--- src/sv/sspr_pkg.sv ---
`default_nettype none
package sspr_pkg;

   localparam int unsigned DIGITS      = 3;
   localparam int unsigned SEGMENTS    = 7;
   localparam logic [13:0] BLANK_LIMIT = 14'd999;

   // a..g from msb to lsb of a 7-bit pattern
   localparam logic [6:0] SEG_ZERO  = 7'h7E;
   localparam logic [6:0] SEG_ONE   = 7'h30;
   localparam logic [6:0] SEG_TWO   = 7'h6D;
   localparam logic [6:0] SEG_THREE = 7'h79;
   localparam logic [6:0] SEG_FOUR  = 7'h33;
   localparam logic [6:0] SEG_FIVE  = 7'h5B;
   localparam logic [6:0] SEG_SIX   = 7'h5F;
   localparam logic [6:0] SEG_SEVEN = 7'h70;
   localparam logic [6:0] SEG_EIGHT = 7'h7F;
   localparam logic [6:0] SEG_NINE  = 7'h7B;

   typedef struct packed {
      logic [13:0] number;
      logic [3:0]  display_index;
      logic [23:0] color;
      logic [7:0]  brightness;
   } req_type;

   typedef struct packed {
      logic [3:0] box_select;
      logic [5:0] pixel_position;
      logic [7:0] red;
      logic [7:0] green;
      logic [7:0] blue;
      logic       frame_end;
   } rsp_type;

   // one classified frame: digits are units, tens, hundreds from lsb up
   typedef struct packed {
      logic [3:0]  box;
      logic [11:0] digits;
      logic [1:0]  shown;
      logic [23:0] scaled;
   } frame_type;

   function automatic logic [6:0] seg_pattern(input logic [3:0] digit);
      logic [6:0] pat;
      case (digit)
         4'd0: pat = SEG_ZERO;
         4'd1: pat = SEG_ONE;
         4'd2: pat = SEG_TWO;
         4'd3: pat = SEG_THREE;
         4'd4: pat = SEG_FOUR;
         4'd5: pat = SEG_FIVE;
         4'd6: pat = SEG_SIX;
         4'd7: pat = SEG_SEVEN;
         4'd8: pat = SEG_EIGHT;
         4'd9: pat = SEG_NINE;
         default: pat = SEG_ZERO;
      endcase
      return pat;
   endfunction

   // round(sq / 255) for sq = c*c, via x/255 = (x + (x >> 8) + 1) >> 8
   function automatic logic [7:0] gamma_of_square(input logic [15:0] sq);
      logic [16:0] x;
      logic [16:0] t;
      x = {1'b0, sq} + 17'd127;
      t = x + (x >> 8) + 17'd1;
      return t[15:8];
   endfunction

endpackage
`default_nettype wire

--- src/sv/seven_segment_pixel_renderer.sv ---
`default_nettype none
// channel   ports                               direction  payload
// request   req_valid, req_stall, req_data      in         number, box, colour, brightness
// response  rsp_valid, rsp_stall, rsp_data      out        one pixel per panel position
//
// each request yields PANEL_PIXELS responses, one per cycle while rsp_stall is low, from
// the pixel walker in the back end, which moves on to the next queued frame only after its last pixel.
// the first pixel passes through the three front stages and the queue, then the output
// register. a two-entry queue lets the front take new requests while the back end
// streams. synchronous reset empties all stages; a stalled response holds.
module seven_segment_pixel_renderer #(
   parameter int unsigned PANEL_PIXELS   = 63,
   parameter int unsigned DIGIT_PIXELS   = 21,
   parameter int unsigned SEGMENT_PIXELS = 3
) (
   input  wire logic               clock,
   input  wire logic               reset,
   input  wire logic               req_valid,
   output logic                    req_stall,
   input  wire sspr_pkg::req_type  req_data,
   output logic                    rsp_valid,
   input  wire logic               rsp_stall,
   output sspr_pkg::rsp_type       rsp_data
);
   import sspr_pkg::*;

   logic      frm_valid;
   logic      frm_stall;
   frame_type frm_data;
   logic      head_valid;
   logic      head_pop;
   frame_type head_data;

   sspr_front u_front (
      .clock     (clock),
      .reset     (reset),
      .req_valid (req_valid),
      .req_stall (req_stall),
      .req_data  (req_data),
      .frm_valid (frm_valid),
      .frm_stall (frm_stall),
      .frm_data  (frm_data)
   );

   sspr_queue u_queue (
      .clock     (clock),
      .reset     (reset),
      .in_valid  (frm_valid),
      .in_stall  (frm_stall),
      .in_data   (frm_data),
      .out_valid (head_valid),
      .out_pop   (head_pop),
      .out_data  (head_data)
   );

   sspr_back #(
      .PANEL_PIXELS   (PANEL_PIXELS),
      .DIGIT_PIXELS   (DIGIT_PIXELS),
      .SEGMENT_PIXELS (SEGMENT_PIXELS)
   ) u_back (
      .clock      (clock),
      .reset      (reset),
      .head_valid (head_valid),
      .head_data  (head_data),
      .head_pop   (head_pop),
      .rsp_valid  (rsp_valid),
      .rsp_stall  (rsp_stall),
      .rsp_data   (rsp_data)
   );

endmodule
`default_nettype wire

--- src/sv/sspr_front.sv ---
`default_nettype none
module sspr_front (
   input  wire logic               clock,
   input  wire logic               reset,
   input  wire logic               req_valid,
   output logic                    req_stall,
   input  wire sspr_pkg::req_type  req_data,
   output logic                    frm_valid,
   input  wire logic               frm_stall,
   output sspr_pkg::frame_type     frm_data
);
   import sspr_pkg::*;

   logic advance;

   // stage 1: squares, hundreds, digit count
   logic        s1_valid_ff, s1_valid_in;
   logic [3:0]  s1_box_ff;
   logic [7:0]  s1_bright_ff;
   logic [15:0] s1_sq_ff [3];
   logic [9:0]  s1_num_ff;
   logic [3:0]  s1_hund_ff;
   logic [1:0]  s1_shown_ff;

   // stage 2: gamma and remainder below one hundred
   logic        s2_valid_ff, s2_valid_in;
   logic [3:0]  s2_box_ff;
   logic [7:0]  s2_bright_ff;
   logic [7:0]  s2_gamma_ff [3];
   logic [6:0]  s2_rem_ff;
   logic [3:0]  s2_hund_ff;
   logic [1:0]  s2_shown_ff;

   // stage 3: brightness scaling, tens and units
   logic        s3_valid_ff, s3_valid_in;
   frame_type   s3_frame_ff;

   logic [15:0] hund_prod;
   logic [9:0]  rem_full;
   logic [13:0] tens_prod;
   logic [3:0]  tens;
   logic [6:0]  units_full;
   logic [15:0] scale_prod [3];
   logic [1:0]  shown;

   assign advance   = !(s3_valid_ff && frm_stall);
   assign req_stall = !advance;
   assign frm_valid = s3_valid_ff;
   assign frm_data  = s3_frame_ff;

   assign s1_valid_in = req_valid;
   assign s2_valid_in = s1_valid_ff;
   assign s3_valid_in = s2_valid_ff;

   // n/100 = (n*41) >> 12 holds for n below one thousand
   assign hund_prod = 16'(req_data.number[9:0]) * 16'd41;

   always_comb begin
      if (req_data.number > BLANK_LIMIT) begin
         shown = 2'd0;
      end else if (req_data.number > 14'd99) begin
         shown = 2'd3;
      end else if (req_data.number > 14'd9) begin
         shown = 2'd2;
      end else begin
         shown = 2'd1;
      end
   end

   assign rem_full = s1_num_ff - 10'(s1_hund_ff) * 10'd100;

   // r/10 = (r*103) >> 10 holds for r below one hundred
   assign tens_prod  = 14'(s2_rem_ff) * 14'd103;
   assign tens       = tens_prod[13:10];
   assign units_full = s2_rem_ff - 7'(tens) * 7'd10;

   always_comb begin
      for (int i = 0; i < 3; i++) begin
         scale_prod[i] = 16'(s2_gamma_ff[i]) * 16'(s2_bright_ff);
      end
   end

   always_ff @(posedge clock) begin
      if (reset) begin
         s1_valid_ff <= 1'b0;
         s2_valid_ff <= 1'b0;
         s3_valid_ff <= 1'b0;
      end else if (advance) begin
         s1_valid_ff <= s1_valid_in;
         s2_valid_ff <= s2_valid_in;
         s3_valid_ff <= s3_valid_in;
      end
   end

   always_ff @(posedge clock) begin
      if (advance) begin
         s1_box_ff    <= req_data.display_index;
         s1_bright_ff <= req_data.brightness;
         s1_sq_ff[2]  <= 16'(req_data.color[23:16]) * 16'(req_data.color[23:16]);
         s1_sq_ff[1]  <= 16'(req_data.color[15:8]) * 16'(req_data.color[15:8]);
         s1_sq_ff[0]  <= 16'(req_data.color[7:0]) * 16'(req_data.color[7:0]);
         s1_num_ff    <= req_data.number[9:0];
         s1_hund_ff   <= hund_prod[15:12];
         s1_shown_ff  <= shown;

         s2_box_ff    <= s1_box_ff;
         s2_bright_ff <= s1_bright_ff;
         for (int i = 0; i < 3; i++) begin
            s2_gamma_ff[i] <= gamma_of_square(s1_sq_ff[i]);
         end
         s2_rem_ff    <= rem_full[6:0];
         s2_hund_ff   <= s1_hund_ff;
         s2_shown_ff  <= s1_shown_ff;

         s3_frame_ff.box    <= s2_box_ff;
         s3_frame_ff.digits <= {s2_hund_ff, tens, units_full[3:0]};
         s3_frame_ff.shown  <= s2_shown_ff;
         s3_frame_ff.scaled <= {scale_prod[2][15:8], scale_prod[1][15:8],
                                scale_prod[0][15:8]};
      end
   end

endmodule
`default_nettype wire

--- src/sv/sspr_queue.sv ---
`default_nettype none
module sspr_queue (
   input  wire logic                 clock,
   input  wire logic                 reset,
   input  wire logic                 in_valid,
   output logic                      in_stall,
   input  wire sspr_pkg::frame_type  in_data,
   output logic                      out_valid,
   input  wire logic                 out_pop,
   output sspr_pkg::frame_type       out_data
);
   import sspr_pkg::*;

   frame_type  mem_ff [2];
   logic       wr_ptr_ff, wr_ptr_in;
   logic       rd_ptr_ff, rd_ptr_in;
   logic [1:0] count_ff, count_in;
   logic       push;
   logic       pop;

   assign in_stall  = (count_ff == 2'd2);
   assign out_valid = (count_ff != 2'd0);
   assign out_data  = mem_ff[rd_ptr_ff];

   assign push = in_valid && !in_stall;
   assign pop  = out_pop && out_valid;

   assign wr_ptr_in = push ? !wr_ptr_ff : wr_ptr_ff;
   assign rd_ptr_in = pop  ? !rd_ptr_ff : rd_ptr_ff;

   always_comb begin
      count_in = count_ff;
      if (push && !pop) begin
         count_in = count_ff + 2'd1;
      end else if (pop && !push) begin
         count_in = count_ff - 2'd1;
      end
   end

   always_ff @(posedge clock) begin
      if (reset) begin
         wr_ptr_ff <= 1'b0;
         rd_ptr_ff <= 1'b0;
         count_ff  <= 2'd0;
      end else begin
         wr_ptr_ff <= wr_ptr_in;
         rd_ptr_ff <= rd_ptr_in;
         count_ff  <= count_in;
      end
   end

   always_ff @(posedge clock) begin
      if (push) begin
         mem_ff[wr_ptr_ff] <= in_data;
      end
   end

endmodule
`default_nettype wire

--- src/sv/sspr_back.sv ---
`default_nettype none
module sspr_back #(
   parameter int unsigned PANEL_PIXELS   = 63,
   parameter int unsigned DIGIT_PIXELS   = 21,
   parameter int unsigned SEGMENT_PIXELS = 3
) (
   input  wire logic                 clock,
   input  wire logic                 reset,
   input  wire logic                 head_valid,
   input  wire sspr_pkg::frame_type  head_data,
   output logic                      head_pop,
   output logic                      rsp_valid,
   input  wire logic                 rsp_stall,
   output sspr_pkg::rsp_type         rsp_data
);
   import sspr_pkg::*;

   localparam int unsigned SUB_W = $clog2(SEGMENT_PIXELS + 1);
   localparam int unsigned OFF_W = $clog2(DIGIT_PIXELS + 1);
   localparam int unsigned DIG_W = $clog2(PANEL_PIXELS / DIGIT_PIXELS + 1);

   logic [5:0]       pos_ff, pos_in;
   logic [DIG_W-1:0] dig_ff, dig_in;
   logic [OFF_W-1:0] off_ff, off_in;
   logic [OFF_W-1:0] seg_ff, seg_in;
   logic [SUB_W-1:0] sub_ff, sub_in;

   logic    rsp_valid_ff, rsp_valid_in;
   rsp_type rsp_data_ff;

   logic       load;
   logic       last;
   logic       lit;
   logic [3:0] digit;
   logic [6:0] pat;
   logic [7:0] dig_wide;

   assign last     = (pos_ff == 6'(PANEL_PIXELS - 1));
   assign load     = head_valid && (!rsp_valid_ff || !rsp_stall);
   assign head_pop = load && last;
   assign dig_wide = 8'(dig_ff);

   always_comb begin
      case (dig_wide)
         8'd0:    digit = head_data.digits[3:0];
         8'd1:    digit = head_data.digits[7:4];
         default: digit = head_data.digits[11:8];
      endcase
   end

   assign pat = seg_pattern(digit);

   always_comb begin
      lit = 1'b0;
      if (dig_wide < 8'(DIGITS) && dig_wide < 8'(head_data.shown) &&
          seg_ff < OFF_W'(SEGMENTS)) begin
         lit = pat[3'(SEGMENTS - 1) - seg_ff[2:0]];
      end
   end

   // walk position, digit, segment and pixel-in-segment together
   always_comb begin
      pos_in = pos_ff;
      dig_in = dig_ff;
      off_in = off_ff;
      seg_in = seg_ff;
      sub_in = sub_ff;
      if (load) begin
         if (last) begin
            pos_in = '0;
            dig_in = '0;
            off_in = '0;
            seg_in = '0;
            sub_in = '0;
         end else begin
            pos_in = pos_ff + 6'd1;
            if (off_ff == OFF_W'(DIGIT_PIXELS - 1)) begin
               dig_in = dig_ff + DIG_W'(1);
               off_in = '0;
               seg_in = '0;
               sub_in = '0;
            end else begin
               off_in = off_ff + OFF_W'(1);
               if (sub_ff == SUB_W'(SEGMENT_PIXELS - 1)) begin
                  sub_in = '0;
                  seg_in = seg_ff + OFF_W'(1);
               end else begin
                  sub_in = sub_ff + SUB_W'(1);
               end
            end
         end
      end
   end

   always_comb begin
      rsp_valid_in = rsp_valid_ff;
      if (load) begin
         rsp_valid_in = 1'b1;
      end else if (!rsp_stall) begin
         rsp_valid_in = 1'b0;
      end
   end

   always_ff @(posedge clock) begin
      if (reset) begin
         pos_ff       <= '0;
         dig_ff       <= '0;
         off_ff       <= '0;
         seg_ff       <= '0;
         sub_ff       <= '0;
         rsp_valid_ff <= 1'b0;
      end else begin
         pos_ff       <= pos_in;
         dig_ff       <= dig_in;
         off_ff       <= off_in;
         seg_ff       <= seg_in;
         sub_ff       <= sub_in;
         rsp_valid_ff <= rsp_valid_in;
      end
   end

   always_ff @(posedge clock) begin
      if (load) begin
         rsp_data_ff.box_select     <= head_data.box;
         rsp_data_ff.pixel_position <= pos_ff;
         rsp_data_ff.red            <= lit ? head_data.scaled[23:16] : 8'd0;
         rsp_data_ff.green          <= lit ? head_data.scaled[15:8] : 8'd0;
         rsp_data_ff.blue           <= lit ? head_data.scaled[7:0] : 8'd0;
         rsp_data_ff.frame_end      <= last;
      end
   end

   assign rsp_valid = rsp_valid_ff;
   assign rsp_data  = rsp_data_ff;

endmodule
`default_nettype wire
--- config.mk ---
export PLATFORM = sky130hd
export DESIGN_NAME = seven_segment_pixel_renderer
export DESIGN_NICKNAME = d
export VERILOG_FILES = /design/src/sv/sspr_pkg.sv /design/src/sv/seven_segment_pixel_renderer.sv /design/src/sv/sspr_front.sv /design/src/sv/sspr_queue.sv /design/src/sv/sspr_back.sv
export SDC_FILE = /design/constraint.sdc
export NUM_CORES = 1
export LEC_CHECK = 0
export ABC_AREA = 1
export BUFFER_PORTS_ARGS = -buffer_cell sky130_fd_sc_hd__buf_2
export CAP_MARGIN = 10
export CORE_MARGIN = 1.5
export CORE_UTILIZATION = 23
export CTS_BUF_LIST = sky130_fd_sc_hd__clkbuf_4 sky130_fd_sc_hd__clkbuf_8
export CTS_CLUSTER_DIAMETER = 40
export DETAILED_ROUTE_END_ITERATION = 16
export PLACE_DENSITY_LB_ADDON = 0.3
export SETUP_SLACK_MARGIN = 0.15
export SYNTH_ARGS = -nofsm -noshare
export SYNTH_HDL_FRONTEND = slang
export SYNTH_SLANG_ARGS = --single-unit
--- constraint.sdc ---
create_clock -name clock -period 5.27 [get_ports clock]
set_input_delay 1.054 -clock clock [delete_from_list [all_inputs] [get_ports clock]]
set_output_delay 1.054 -clock clock [all_outputs]
set_load 0.005 [all_outputs]
==> results.md <==
* Status: completed
* Detailed Place HPWL at 41500 um
* Ranking of synthesized cells by instance count: sky130_fd_sc_hd__inv_1 (658), sky130_fd_sc_hd__nand2_1 (622), sky130_fd_sc_hd__ha_1 (301)
* Seq cells post-synth at 309
* Required @ worst endpoint at approximately 5.7 ns
* Area inside the core boundary at 112000 um^2
* Vias per Instance at just under 4
* Upper clock frequency limit at 211 MHz
* Post-CTS setup buffers at 0
* Number of resized instances in the post-cts repair step at 0
* Number of cells produced by synthesis at 2874
* CTS tree: done
* Total standard cell area after synthesis at 26000 um^2
* Routability-driven placement congestion ratio at 0.792
* Largest incremental delay on the critical path at 0.79 ns
* Antenna violation net count after detailed routing at 0
* Pwr dens at approximately 650 nW/um^2
* Unrepaired setup endpoints after global routing: false
* Hold_buf cts at 0
* Accumulated negative setup slack at 0 ns
* Die ar. at 115000 um^2
* Number of global-route vias before repair at 17800
* Reg2reg setup slack at between 0.5 and 0.6 ns
* Critical-path cell list: buf_4 > nand2_1 > inv_1 > fa_1 > fa_1 > fa_1 > inv_1 > fa_1 > inv_1 > ha_1 > nand2_1 > o21ai_0 > inv_1 > o311ai_0 > xor2_1
* Max Slew Vio Count at 0
* Clock latency on the worst-skew pair at just under 0.7 ns
* Max-cap check violation count at 0
* Launching element type of the critical path: flop
* Transition time at the pin with the least slew margin at 0.853 ns
* Pin count of the biggest net entering global routing at 64
* Minimum clock period after layout at 4.74 ns
* Sum of internal, switching and leakage power at 19.4 mW
* Area of placed instances at 28200 um^2
* Worst relative slew slack at 42.5%
* Synth-to-Final Area Change at 13.7%
* Primary FF master, synth: sky130_fd_sc_hd__edfxtp_1
* Data arrival, critical path at 5.16 ns
* Most numerous cell in the Yosys netlist: sky130_fd_sc_hd__inv_1
* Critical-path maximum fanout at 13
* Post-route cell area at a little under 30000 um^2
* Antenna violations before repair at 6
* Post-layout nets at 3527
* Post-synth ARST share at 0%
* Number of vias after detailed routing at 17700
* Critical Path End Type: flop
* CTS buffer count at slightly above 60
* Clk pin slew, worst setup/hold paths at 0.06 ns
* Violation count after the first detailed-route iteration at 909
* Hold Slack at 0.416 ns
* Final critical-path setup slack at ~0.53 ns
* Wirelength per Cell at 11.6 um
* IO buf count at 90
* Final routed DRC violation total at 0
* Worst path slowest cell: sky130_fd_sc_hd__edfxtp_1
* Yosys top cell by area: sky130_fd_sc_hd__edfxtp_1
* LEAKAGE at 15.2 nW
* Final cell count without fillers at between 4000 and 5000
* Final number of hold-violating endpoints at 0
* Post-Route WL at 52500 um
* Number of enable-type register cells in the synthesized netlist at 280
* Share of synthesized area occupied by flip-flops and latches at roughly a third
* H-tree depth at 2
* Maximum buffer depth of the clock tree at 3
* Standard-cell rows at 123
* Root Buffer: sky130_fd_sc_hd__clkbuf_8
* Global-route wire length before repair at 88700 um
* Cell family contributing the most delay on the critical path: adder cells
* Average size of a mapped cell at 9.06 um^2
* Chip Height at approximately 340 um
* Setup clock skew after layout at 0.0239 ns
* Final core utilization at between 20% and 30%
* Aggregate global routing overflow at 0
* WS Path Type: reg -> reg
* Number of distinct standard cells referenced by the synthesized netlist at 50
* Total routing resource utilization after global routing at 9.23%
* Final setup violation count at 0
* # clock sinks at between 300 and 400
* Worst slack at placement at 0.269 ns
* Initial Utilization at 23.2%
* Worst supply voltage drop on vdd at around 0.38 mV
* Top cells by area in the synthesized netlist: sky130_fd_sc_hd__edfxtp_1 (32%), sky130_fd_sc_hd__fa_1 (15%), sky130_fd_sc_hd__ha_1 (14%)
* I/O Pins at 91
* FILL cells at 12200
* Die width at ~340 um
* Share of the synthesized area in the top cell type at 32.3%
* Fin crit share at 90.0%
* First-pass iteration count of the detailed router at 5
* Post-placement cell count at 4415
* Share of cells above drive strength 1 at 8.75%
* Worst hold path class: reg -> reg
* Count of synthesis-stage warnings from yosys at 0
* Worst path bufs/invs at 5
==> power by group <==
part | switching [mW] | leakage, nW | internal [mW]
logic | 7.51 | 11.4 | 4.93
clock network | 1.09 | 0.696 | 1.53
registers | 0.505 | 3.07 | 3.80
total | 9.11 | 15.2 | 10.3
==> cell families after synthesis <==
kind of cell / Yosys count / share of synthesized area, %
other: 1 / 0.0144
and+or+nand+nor: 950 / 15.2
adders and majority gates: 495 / 29.4
muxes: 25 / 0.961
xor gates and xnor gates: 117 / 3.94
AOI/OAI and AO/OA: 244 / 5.21
buffers and inverters: 733 / 10.8
DFF: 309 / 34.5
==> routing by layer <==
metal	GRT usage, %	up-vias	wire (um)
li1	-	9255	-
met1	12.5	8110	26300
met2	15.1	227	23100
met3	1.65	73	2000
met4	2.44	4	1000
met5	0	-	17
==> layout make-up <==
cell class | instances | area (um^2) | area share, %
diodes | 1 | 2.50 | 0.00846
clock buffers | 83 | 1020 | 3.46
clock inverters | 30 | 328 | 1.11
inverters | 661 | 2490 | 8.40
multi-input cells | 1833 | 14300 | 48.2
flip-flops and latches | 309 | 8990 | 30.4
well taps | 1500 | 1880 | 6.34
repair buffers | 112 | 628 | 2.12
==> state kept, by name (all words and copies together) (netlist names), 5 cells and up, named ones only <==
register              flops
u_front.s2_bright_ff      8
u_queue.mem_ff           84
u_back.off_ff             5
u_front.s1_num_ff         7
u_front.s1_sq_ff         45
u_front.s2_rem_ff         7
u_back.rsp_data          35
u_front.s2_gamma_ff      24
u_front.s1_bright_ff      8
u_front.frm_data         42
u_back.pos_ff             6
u_back.seg_ff             5
==> placed cells by master (no fill, tap or decap), types with 5 or more instances in the layout <==
master                       count
sky130_fd_sc_hd__a21o_1          9
sky130_fd_sc_hd__buf_2          90
sky130_fd_sc_hd__nor3_1         29
sky130_fd_sc_hd__ha_1          301
sky130_fd_sc_hd__mux2i_1        25
sky130_fd_sc_hd__dfxtp_1        28
sky130_fd_sc_hd__clkinv_4        5
sky130_fd_sc_hd__nor2_1        134
sky130_fd_sc_hd__nand3_2         5
sky130_fd_sc_hd__nand4_1        26
sky130_fd_sc_hd__nor2_2         19
sky130_fd_sc_hd__nand3b_1        8
sky130_fd_sc_hd__xor2_1         77
sky130_fd_sc_hd__xnor2_1        40
sky130_fd_sc_hd__clkinv_2        8
sky130_fd_sc_hd__a21oi_1       129
sky130_fd_sc_hd__nor3b_1         6
sky130_fd_sc_hd__o21a_1          6
sky130_fd_sc_hd__buf_4          21
sky130_fd_sc_hd__edfxtp_1      280
sky130_fd_sc_hd__o2111ai_1       5
sky130_fd_sc_hd__clkinvlp_4      5
sky130_fd_sc_hd__clkbuf_4       19
sky130_fd_sc_hd__or2_2           5
sky130_fd_sc_hd__bufinv_16       5
sky130_fd_sc_hd__fa_1          194
sky130_fd_sc_hd__inv_1         656
sky130_fd_sc_hd__o21ai_0        66
sky130_fd_sc_hd__nand2_1       622
sky130_fd_sc_hd__a211oi_1       10
sky130_fd_sc_hd__clkbuf_8       64
sky130_fd_sc_hd__nand3_1        80
==> final timing paths <==
| kind | startpoint | to | depth (start not counted) |
|---|---|---|---|
| max | u_front.s2_bright_ff[3] | u_front.frm_data[13] | 15 |
| min | u_front.s1_bright_ff[6] | u_front.s2_bright_ff[6] | 0 |
| max reg2reg | u_front.s2_bright_ff[3] | u_front.frm_data[13] | 15 |
| min reg2reg | u_front.s1_bright_ff[6] | u_front.s2_bright_ff[6] | 0 |
Power figures use the tool's default switching activity.
